==> config.mk <==
export PLATFORM = sky130hd
export DESIGN_NAME = branch_predecoder
export DESIGN_NICKNAME = d
export VERILOG_FILES = /design/src/rtl/core/bpd_pkg.sv /design/src/rtl/core/branch_predecoder.sv /design/src/rtl/core/bpd_decode.sv
export SDC_FILE = /design/constraint.sdc
export NUM_CORES = 1
export LEC_CHECK = 0
export BUFFER_PORTS_ARGS = -buffer_cell sky130_fd_sc_hd__buf_2
export CAP_MARGIN = 10
export CORE_UTILIZATION = 47
export CTS_CLUSTER_DIAMETER = 50
export DETAILED_ROUTE_END_ITERATION = 6
export PLACE_DENSITY = 0.73
export SYNTH_ARGS = -nofsm -noshare
export SYNTH_HDL_FRONTEND = slang
export SYNTH_HIERARCHICAL = 1
export SYNTH_SLANG_ARGS = --single-unit
==> constraint.sdc <==
create_clock -name i_clk -period 4.8 [get_ports i_clk]
set_input_delay 0.48 -clock i_clk [delete_from_list [all_inputs] [get_ports i_clk]]
set_output_delay 0.48 -clock i_clk [all_outputs]
set_load 0.02 [all_outputs]
==> src/rtl/core/bpd_pkg.sv <==
package bpd_pkg;

    // Width of the largest jump offset (J-type immediate)
    localparam int unsigned OFS_W = 21;

    localparam logic [6:0]  OPC_JAL    = 7'h6F;
    localparam logic [6:0]  OPC_BRANCH = 7'h63;
    localparam logic [2:0]  CJ_FUNCT3  = 3'h5;
    localparam logic [1:0]  C_QUAD1    = 2'h1;
    localparam logic [15:0] C_RET      = 16'h8082;

    // Sequential fetch step
    localparam logic [OFS_W-1:0] SEQ_STEP = OFS_W'(4);

    typedef enum logic [1:0] {
        T_OFS_SEQ,
        T_OFS_JAL,
        T_OFS_BR,
        T_OFS_CJ
    } t_ofs_sel;

endpackage

==> src/rtl/core/branch_predecoder.sv <==
// Static next-fetch predictor. One item (fetch address, instruction word,
// compressed-valid flag, return address) is taken on each cycle that start is
// high; busy never rises, so an item may be issued every cycle. Each item gives
// exactly one result: the item is captured in an input register, decoded and
// added in one pass (one ADDR_WIDTH-bit adder), and the result is held in an
// output register, shown for one cycle with o_valid high.
// The receiver cannot stall, so it must take every result on its strobe.
// Prediction priority: JAL, backward conditional branch, C.J, C.RET, else pc+4.
module branch_predecoder
    import bpd_pkg::*;
#(
    parameter int unsigned ADDR_WIDTH = 64
) (
    input  logic                  i_clk,
    input  logic                  i_rst_n,
    input  logic                  start,
    output logic                  busy,
    input  logic                  i_compressed_ok,
    input  logic [ADDR_WIDTH-1:0] i_fetch_addr,
    input  logic [31:0]           i_instr_word,
    input  logic [ADDR_WIDTH-1:0] i_return_addr,
    output logic                  o_valid,
    output logic                  o_taken,
    output logic [ADDR_WIDTH-1:0] o_cur_pc,
    output logic [ADDR_WIDTH-1:0] o_next_pc
);

    // Input stage
    logic                  r_in_vld;
    logic                  r_cok;
    logic [ADDR_WIDTH-1:0] r_pc;
    logic [31:0]           r_word;
    logic [ADDR_WIDTH-1:0] r_ra;

    // Decode results
    logic                  n_taken;
    logic [ADDR_WIDTH-1:0] n_next_pc;

    // Result stage
    logic                  r_out_vld;
    logic                  r_taken;
    logic [ADDR_WIDTH-1:0] r_cur_pc;
    logic [ADDR_WIDTH-1:0] r_next_pc;

    // Fully pipelined: never holds off the issuer
    assign busy = 1'b0;

    always_ff @(posedge i_clk) begin
        if (!i_rst_n) begin
            r_in_vld  <= 1'b0;
            r_out_vld <= 1'b0;
        end else begin
            r_in_vld  <= start && !busy;
            r_out_vld <= r_in_vld;
        end
    end

    // Payload registers, no reset needed
    always_ff @(posedge i_clk) begin
        if (start && !busy) begin
            r_cok  <= i_compressed_ok;
            r_pc   <= i_fetch_addr;
            r_word <= i_instr_word;
            r_ra   <= i_return_addr;
        end
        if (r_in_vld) begin
            r_taken   <= n_taken;
            r_cur_pc  <= r_pc;
            r_next_pc <= n_next_pc;
        end
    end

    bpd_decode #(
        .ADDR_WIDTH (ADDR_WIDTH)
    ) u_decode (
        .i_compressed_ok (r_cok),
        .i_fetch_addr    (r_pc),
        .i_instr_word    (r_word),
        .i_return_addr   (r_ra),
        .o_taken         (n_taken),
        .o_next_pc       (n_next_pc)
    );

    assign o_valid   = r_out_vld;
    assign o_taken   = r_taken;
    assign o_cur_pc  = r_cur_pc;
    assign o_next_pc = r_next_pc;

endmodule

==> src/rtl/core/bpd_decode.sv <==
module bpd_decode
    import bpd_pkg::*;
#(
    parameter int unsigned ADDR_WIDTH = 64
) (
    input  logic                  i_compressed_ok,
    input  logic [ADDR_WIDTH-1:0] i_fetch_addr,
    input  logic [31:0]           i_instr_word,
    input  logic [ADDR_WIDTH-1:0] i_return_addr,
    output logic                  o_taken,
    output logic [ADDR_WIDTH-1:0] o_next_pc
);

    logic [OFS_W-1:0]      j_imm;
    logic [OFS_W-1:0]      b_imm;
    logic [OFS_W-1:0]      cj_imm;
    logic [OFS_W-1:0]      ofs;
    logic [ADDR_WIDTH-1:0] ofs_ext;
    logic                  is_jal;
    logic                  is_br;
    logic                  is_cj;
    logic                  is_cret;
    t_ofs_sel              sel;

    assign j_imm = {i_instr_word[31], i_instr_word[19:12], i_instr_word[20],
                    i_instr_word[30:21], 1'b0};
    assign b_imm = {{(OFS_W-13){i_instr_word[31]}}, i_instr_word[31], i_instr_word[7],
                    i_instr_word[30:25], i_instr_word[11:8], 1'b0};
    assign cj_imm = {{(OFS_W-12){i_instr_word[12]}}, i_instr_word[12], i_instr_word[8],
                     i_instr_word[10:9], i_instr_word[6], i_instr_word[7],
                     i_instr_word[2], i_instr_word[11], i_instr_word[5:3], 1'b0};

    assign is_jal  = (i_instr_word[6:0] == OPC_JAL);
    assign is_br   = (i_instr_word[6:0] == OPC_BRANCH) && i_instr_word[31];
    assign is_cj   = (i_instr_word[15:13] == CJ_FUNCT3) && (i_instr_word[1:0] == C_QUAD1)
                     && i_compressed_ok;
    assign is_cret = (i_instr_word[15:0] == C_RET) && i_compressed_ok;

    // Priority: JAL, backward branch, C.J; C.RET handled after the adder
    always_comb begin
        if (is_jal) begin
            sel = T_OFS_JAL;
        end else if (is_br) begin
            sel = T_OFS_BR;
        end else if (is_cj) begin
            sel = T_OFS_CJ;
        end else begin
            sel = T_OFS_SEQ;
        end
    end

    always_comb begin
        unique case (sel)
            T_OFS_JAL: ofs = j_imm;
            T_OFS_BR:  ofs = b_imm;
            T_OFS_CJ:  ofs = cj_imm;
            default:   ofs = SEQ_STEP;
        endcase
    end

    assign ofs_ext = {{(ADDR_WIDTH-OFS_W){ofs[OFS_W-1]}}, ofs};

    assign o_taken   = is_jal || is_br || is_cj || is_cret;
    assign o_next_pc = (sel == T_OFS_SEQ && is_cret) ? i_return_addr
                                                      : i_fetch_addr + ofs_ext;

endmodule

==> metrics, run 1 <==
CTS Buf Count 36; Clk network pwr share 0.395; Seq cells post-synth 292; H-Tree Depth 2; Seq/Total Area, Yosys 0.644; # nets final 1575; Initial Util 0.484; share of layout cells above drive strength 1 0.291; FP Rows 61; Synth warnings 6; top cells by count, synth edfxtp_1, nand2_1, o21ai_0; Synth area leaders edfxtp_1, ha_1, nand2_1; via count 9521; R2R cell count 17; post-DR wirelength/cell 19.0 um; crit path max fanout 7; Lkg Pwr 0.00672 uW; mapped cell area ~0.014 mm2; Register Area 0.00875 mm2; Net Sw Frac 0.244; min Tclk post-route 4.66 ns; crit path cell chain nor2b_1, and4_1, and3_1, a222oi_1, inv_1, ha_1, fa_1, a21o_2, a221o_1, nor2b_1, o211a_1, o2111a_2, o2111ai_1, nand3_1, nor2_1, xor2_1, o21ai_0; clock transition at the registers of the reported paths 0.06 ns; Net Switching roughly 1500 uW; drt drc 0; Setup TNS Final 0 ns; status finished clean; Netlist cell types 80; largest buffer count on any clock path 3; Rel. slew slack 0.340; VDD IR max between 300 and 400 uV; required time worst endpoint 5.05 ns; final WL around 33000 um; Levels on crit path 17; hold depth 1; RSZ-0062 raised after global routing false; area grow syn2layout 22.0%; final setup fails 0; cell total after placement 1686; CTS tree built; CP endpoint kind register; Power Internal 4760 uW; multi-input logic area around 0.0046 mm2; Syn Nets 1268; Port-buffer cells 293; antenna violations before repair 1; ys flop type edfxtp_1; endpoints failing hold 0; CP delay by family, top compound AO/OA/AOI/OAI gates; EDFF count, synth 290; Max Clk Rate between 200 and 250 MHz; sequential cell fraction of total power 0.500; Synth area leader edfxtp_1; # Max-Cap Violations 0; most frequent cell after synthesis edfxtp_1; Bufs and invs on worst path 1; Synth top area share 0.641; critical path class register to register; # IOs 295; gpl congestion 0.915; largest stage delay on the critical path 0.42 ns; Core Region 0.0281 mm2; die area 0.0296 mm2; clock latency on the worst-skew pair 0.52 ns; Overall Global Routing Usage 0.224; first-pass GRT wire length 50500 um; # fillers ~2300; final worst path period share 0.971; final cell count without fillers ~1700; vias per std cell 5.45; Arrival @ worst endpoint 4.91 ns; synthesized instance count ~1000; Final Slew Violations 0; Synth async-reset ratio 0; Root Buffer clkbuf_16; WHS 0.134 ns; clock sink count 292; Die Span Y 172 um; startpoint types register; detailed placer's ending HPWL around 24000 um; First DRT Iteration DRCs 759; Power Density 380 mW/mm2; Detail Route Antenna Nets 0; grt ovf 0; most used cell, CP nor2b_1; Layout Skew 0.0203 ns; die extent in x 172 um; DRT Pass-1 Iters 6; number of global-route vias before repair 9334; Gate power share 0.105; HP Class primary input to register; pin count of the biggest net entering global routing 81; CP max stage cell edfxtp_1; Tightest Pin Transition 0.990 ns; Mean Syn Cell Area 13.1 um2
logic make-up (layout without fill, tap and decap cells):
group / after synthesis / count (layout) / synth area share
AOI/OAI and AO/OA: 291 / 291 / 0.139
xor gates and xnor gates: 58 / 58 / 0.0374
adders and majority gates: 63 / 63 / 0.0585
buffers and inverters: 61 / 389 / 0.0213
DFF: 292 / 292 / 0.644
muxes: 5 / 5 / 0.00387
other: 1 / 2 / 0.000276
and+or+nand+nor: 270 / 270 / 0.0960
per-stage QoR:
step / setup WS [ns] / utilization / total power (uW) / cell area, um2
global placement: 0.277 / 0.551 / 3840 / 15500
detailed placement: 0.248 / 0.551 / 3860 / 15500
finish: 0.137 / 0.590 / 6300 / 16600
floorplan: 0.288 / - / 3570 / 13600
global route: 0.0249 / 0.590 / 6520 / 16600
CTS: 0.204 / 0.590 / 6350 / 16600
worst paths after layout:
| kind | startpoint | endpoint | slack [ns] |
|---|---|---|---|
| setup / recovery | r_word[1] | o_next_pc[59] | 0.14 |
| hold / removal | i_return_addr[16] | r_ra[16] | 0.13 |
| setup reg to reg | r_word[1] | o_next_pc[59] | 0.14 |
| hold reg to reg | r_pc[0] | o_cur_pc[0] | 0.45 |
what timing repair did:
item / CTS / global route
gates resized for setup: 0 / 1
setup endpoints to repair: 0 / 3
setup buffers: 0 / 2
hold buffers: 0 / 0
cell usage in the layout (no fill, tap or decap), types with 4 or more instances in the layout:
cell | netlist | final
buf_2 | 5 | 292
edfxtp_1 | 290 | 290
nand2_1 | 121 | 121
o21ai_0 | 79 | 79
a21oi_1 | 75 | 75
ha_1 | 62 | 62
nor2_1 | 41 | 41
clkbuf_16 | 0 | 37
xnor2_1 | 37 | 37
a21o_1 | 36 | 35
xor2_1 | 21 | 21
inv_1 | 20 | 20
nand3_1 | 17 | 17
buf_4 | 3 | 15
nand4_1 | 15 | 15
o21bai_1 | 14 | 14
a31oi_1 | 11 | 11
o21ai_1 | 11 | 11
nor3_1 | 9 | 9
nor2b_1 | 8 | 8
and3_1 | 8 | 8
a21o_2 | 6 | 7
nand2b_1 | 7 | 7
and2_1 | 6 | 6
a22o_1 | 6 | 6
or3_1 | 6 | 6
inv_6 | 0 | 5
clkinv_1 | 0 | 5
nor4_1 | 6 | 5
clkbuf_1 | 25 | 4
o211ai_1 | 4 | 4
a211oi_1 | 4 | 4
o221ai_1 | 4 | 4
layout make-up:
| cell class | instances | share of cell area |
|---|---|---|
| flip-flops and latches | 292 | 0.528 |
| well taps | 378 | 0.0285 |
| clock inverters | 18 | 0.00883 |
| diodes | 1 | 0.000151 |
| clock buffers | 41 | 0.0568 |
| multi-input cells | 688 | 0.275 |
| inverters | 20 | 0.00453 |
| repair buffers | 310 | 0.0980 |
power by group through the flow:
stage / registers [uW] / logic [uW] / clock network, uW
final: 3150 / 661 / 2490
after CTS: 3150 / 662 / 2540
after global placement: 3200 / 648 / 0
after floorplan: 3290 / 277 / 0
after detailed placement: 3200 / 658 / 0
after global routing: 3170 / 723 / 2630
registers in the layout, indices dropped and copies added, names as in the netlist:
signal     count
o_cur_pc      64
o_next_pc     64
o_taken        1
o_valid        1
r_cok          1
r_in_vld       1
r_pc          64
r_ra          64
r_word        32
metal layers:
metal  track usage  routed length (um)  vias to the layer above
li1              -                   -                     4592
met4        0.0735                 797                        0
met5             0                   0                        -
met2         0.372               16100                      387
met1         0.303               14300                     4486
met3        0.0332                2070                       56
No activity file was read; power rests on OpenSTA's default activity.
==> run 2: changes to the inputs <==
--- a/config.mk
+++ b/config.mk
@@ -7,10 +7,10 @@
 export LEC_CHECK = 0
 export BUFFER_PORTS_ARGS = -buffer_cell sky130_fd_sc_hd__buf_2
 export CAP_MARGIN = 10
-export CORE_UTILIZATION = 47
+export CORE_UTILIZATION = 50
 export CTS_CLUSTER_DIAMETER = 50
 export DETAILED_ROUTE_END_ITERATION = 6
-export PLACE_DENSITY = 0.73
+export PLACE_DENSITY = 0.77
 export SYNTH_ARGS = -nofsm -noshare
 export SYNTH_HDL_FRONTEND = slang
 export SYNTH_HIERARCHICAL = 1
==> metrics, run 2 (same netlist as run 1, synthesis figures left out) <==
detailed placer's ending HPWL 24800 um; Port-buffer cells 293; die extent in x 167 um; largest stage delay on the critical path 0.42 ns; Setup TNS Final 0 ns; startpoint types register; H-Tree Depth 2; # fillers 2057; hold buffer count at cts 0; required time worst endpoint 5.03 ns; number of global-route vias before repair 9519; clock sink count 292; Max Clk Rate 216 MHz; largest buffer count on any clock path 3; Hold Path Origin i_fetch_addr[14]; crit path max fanout 7; crit path cell chain nor2b_1, and4_1, and3_1, a222oi_1, inv_1, ha_1, fa_1, a21o_2, a221o_1, nor2b_1, o211a_1, o2111a_2, o2111ai_2, nand3_1, nor2_1, xor2_1, o21ai_1; r2r setup slk 0.18 ns; pin count of the biggest net entering global routing 60; vias per std cell 5.61; final WL 33900 um; hold depth 1; first-pass GRT wire length just over 50000 um; gpl congestion ~0.94; Critical Path Source r_word[1]; Final Slew Violations 0; Layout Skew 0.0153 ns; fin area 0.0167 mm2; post-DR wirelength/cell 19.8 um; R2R cell count 17; status finished clean; Post CTS Setup Buffer Count 0; CTS Buf Count 35; Die Span Y 167 um; RSZ-0062 raised after global routing false; CP max stage cell fa_1; cell total after placement 1646; Arrival @ worst endpoint 4.85 ns; Tightest Pin Transition 0.972 ns; VDD IR max 313 uV; via count 9601; HP Class primary input to register; share of layout cells above drive strength 1 0.291; FP Rows 59; Initial Util 0.516; DRT Pass-1 Iters 5; final worst path period share 0.963; CP endpoint kind register; die area 0.0278 mm2; WHS between 0.1 and 0.15 ns; Detail Route Antenna Nets 0; drt drc 0; First DRT Iteration DRCs 832; most used cell, CP nor2b_1; # nets final 1575; Reg-to-Reg End o_next_pc[59]; grt ovf 0; Rel. slew slack 0.350; end of the worst hold path r_pc[14]; # IOs slightly below 300; clock latency on the worst-skew pair 0.51 ns; Root Buffer clkbuf_16; critical path class register to register; antenna violations before repair 2; Core Region 0.0264 mm2; DP Area 0.0154 mm2; min Tclk post-route 4.62 ns; clock transition at the registers of the reported paths 0.06 ns; area grow syn2layout 22.5%; final cell count without fillers 1711; Power Density between 300 and 400 mW/mm2; most frequent cells in the layout buf_2, edfxtp_1, nand2_1; endpoints failing hold 0; Overall Global Routing Usage 0.241; Final Util 0.632; worst flop-to-flop path startpoint r_word[1]; CTS tree built; most common cell after layout, fill and taps aside buf_2; Lkg Pwr 0.00678 uW; final setup fails 0; # Max-Cap Violations 0
==> run 2: cell count changes in the layout (fill, tap and decap cells not counted), moves of 2 or more <==
cell	change
buf_4	+2
inv_6	-5
bufinv_16	+3
clkinv_8	+4
clkbuf_1	+4
==> run 2: through the flow <==
stage / setup slack [ns] / total power (uW)
2_1_floorplan: 0.288 / 3570
3_3_place_gp: 0.264 / 3850
3_5_place_dp: 0.210 / 3860
4_1_cts: 0.0983 / 6550
5_1_grt: 0.00248 / 6710
6_report: 0.175 / 6500
==> run 2: worst max path at each step <==
stage / endpoint / slack (ns)
2_1_floorplan: o_next_pc[62] / 0.29
3_5_place_dp: o_next_pc[59] / 0.21
4_1_cts: o_next_pc[59] / 0.1
5_1_grt: o_next_pc[62] / 0.002
3_3_place_gp: o_next_pc[59] / 0.26
6_report: o_next_pc[59] / 0.18
==> run 2: timing repair <==
action                                  in CTS  in global routing
hold endpoints to repair                     0                  0
endpoints found under the setup margin       0                  2
gates resized for setup                      0                  3
==> run 2: final cells by class <==
type	instances	area, um2	share of cell area
Clock inverter	18	246	0.0148
Timing Repair Buffer	311	1620	0.0973
Inverter	20	75.1	0.00451
Clock buffer	45	956	0.0574
Tap cell	335	419	0.0252
Multi-Input combinational cell	688	4580	0.275
Sequential cell	292	8750	0.526
Antenna cell	2	5.00	0.000301
==> run 2: layer usage <==
| metal | track usage | wire, um |
|---|---|---|
| met1 | 0.315 | 14300 |
| met2 | 0.398 | 16300 |
| met3 | 0.0449 | 2230 |
| met4 | 0.0994 | 1040 |
| met5 | 0 | 0 |
==> run 2: critical path: cells and delay by family (launching register included) <==
family / cells / cell delay (ns)
buf+inv: 1 / 0.09
simple gates: 6 / 1.12
fa+ha+maj: 2 / 0.64
flops: 1 / 0.38
xor+xnor: 1 / 0.20
compound gates: 7 / 1.90
==> run 2: where the power goes <==
group | total, uW | internal [uW] | leakage [uW] | switching [uW]
clock network | 2690 | 1650 | 0.000584 | 1040
logic | 671 | 243 | 0.00340 | 428
registers | 3140 | 3050 | 0.00280 | 96.1
==> run 3: changes to the inputs <==
==> constraint.sdc (replaced) <==
create_clock -name i_clk -period 4.15 [get_ports i_clk]
set_input_delay 0.415 -clock i_clk [delete_from_list [all_inputs] [get_ports i_clk]]
set_output_delay 0.415 -clock i_clk [all_outputs]
set_load 0.02 [all_outputs]
==> metrics, run 3 (same netlist as run 1, synthesis figures left out) <==
status complete, but fails checks; failing checks setup timing; multi-input logic area 0.00486 mm2; most common cell after layout, fill and taps aside buf_2; Port-buffer cells between 200 and 300; required time worst endpoint ~4.5 ns; pin count of the biggest net entering global routing 93; gpl congestion 0.900; Layout Skew 0.0145 ns; FP Rows 59; # fillers 1907; First DRT Iteration DRCs roughly 800; final worst path period share 1.01; final WL roughly 35000 um; fin area 0.0177 mm2; Final Slew Violations 0; clock transition at the registers of the reported paths roughly 0.06 ns; drt drc 0; clock latency on the worst-skew pair 0.56 ns; most frequent cells in the layout buf_2, edfxtp_1, buf_4; antenna violations before repair 3; Overall Global Routing Usage 0.242; first-pass GRT wire length 52600 um; Tightest Pin Transition 0.943 ns; die area 0.0278 mm2; Core Region 0.0264 mm2; grt ovf 0; largest buffer count on any clock path 3; vias per std cell 5.54; PnR Total Power 7210 uW; HP Class primary input to register; number of global-route vias before repair ~10000; DRT Pass-1 Iters 5; Rel. slew slack 0.370; Max Clk Rate 239 MHz; Setup TNS Final -0.0576 ns; setup slack at placement -0.251 ns; min Tclk post-route 4.18 ns; Root Buffer clkbuf_16; RSZ-0062 raised after global routing true; Setup WS post-layout -0.0311 ns; detailed placer's ending HPWL 25500 um; crit path max fanout 6; share of layout cells above drive strength 1 0.371; Lkg Pwr 0.00738 uW; area grow syn2layout 30.5%; VDD IR max around 400 uV; final setup fails 3; WHS between 0.02 and 0.03 ns; clock sink count 292; CTS tree built; Detail Route Antenna Nets 0; endpoints failing hold 0; hold depth 1; CP endpoint kind register; # Max-Cap Violations 0; post-DR wirelength/cell 19.2 um; DP Area 0.0163 mm2; # nets final 1703; startpoint types register; Arrival @ worst endpoint approximately 4.5 ns; critical path class register to register; R2R cell count 17; # IOs 295; Register Area 0.00875 mm2; CTS Buf Count 31; via count 10200; Initial Util 0.516; Power Density slightly above 400 mW/mm2; die extent in x 167 um; H-Tree Depth 1; Die Span Y 167 um
-- run 3: through the flow --
stage | instances | utilization
after global placement | 1760 | 0.618
final | 1836 | 0.673
after floorplan | 1041 | -
after global routing | 1835 | 0.673
after CTS | 1820 | 0.659
after detailed placement | 1760 | 0.618
-- run 3: worst paths after layout --
check	start	endpoint	slack, ns
worst max-delay path	r_word[4]	o_next_pc[55]	-0.03
worst min-delay path	i_fetch_addr[49]	r_pc[49]	0.03
worst max register to register	r_word[4]	o_next_pc[55]	-0.03
worst min register to register	r_pc[12]	o_cur_pc[12]	0.46
-- run 3: per-layer routing --
layer / vias to the layer above / global-route usage / part of all wire
met1: 4864 / 0.320 / 0.43
met3: 72 / 0.0497 / 0.060
met2: 384 / 0.399 / 0.48
li1: 4840 / - / -
met5: - / 0 / 0.00079
met4: 4 / 0.0825 / 0.029
-- run 3: cell type report --
| class | instances | area share |
|---|---|---|
| diodes | 1 | 0.000141 |
| multi-input cells | 690 | 0.274 |
| flip-flops and latches | 292 | 0.493 |
| inverters | 20 | 0.00423 |
| clock inverters | 18 | 0.0110 |
| clock buffers | 39 | 0.0454 |
| well taps | 335 | 0.0236 |
| repair buffers | 441 | 0.148 |
-- run 3: where the power goes --
group	internal [uW]	switching, uW
clock	1570	1100
sequential	3530	106
combinational	368	535
-- run 3: what timing repair did --
item	in CTS	in global routing
gates cloned	0	2
hold buffers	0	3
gates resized for setup	14	45
hold endpoints to repair	0	3
endpoints found under the setup margin	29	34
pin swaps	16	30
buffers inserted	3	10
-- run 3: critical path, stage by stage, from the launching register on --
cell and delay [ns]:
edfxtp_1 0.43, nor2b_4 0.14, and4_4 0.22, and3_4 0.23, buf_6 0.10, a211oi_2 0.05
a221o_1 0.31, fa_2 0.39, a21o_2 0.21, a221o_1 0.37, nor2b_4 0.16, o211a_1 0.22
o2111a_2 0.32, o211ai_2 0.21, a21oi_2 0.11, nor2_2 0.11, xnor2_1 0.08, mux2_2 0.26
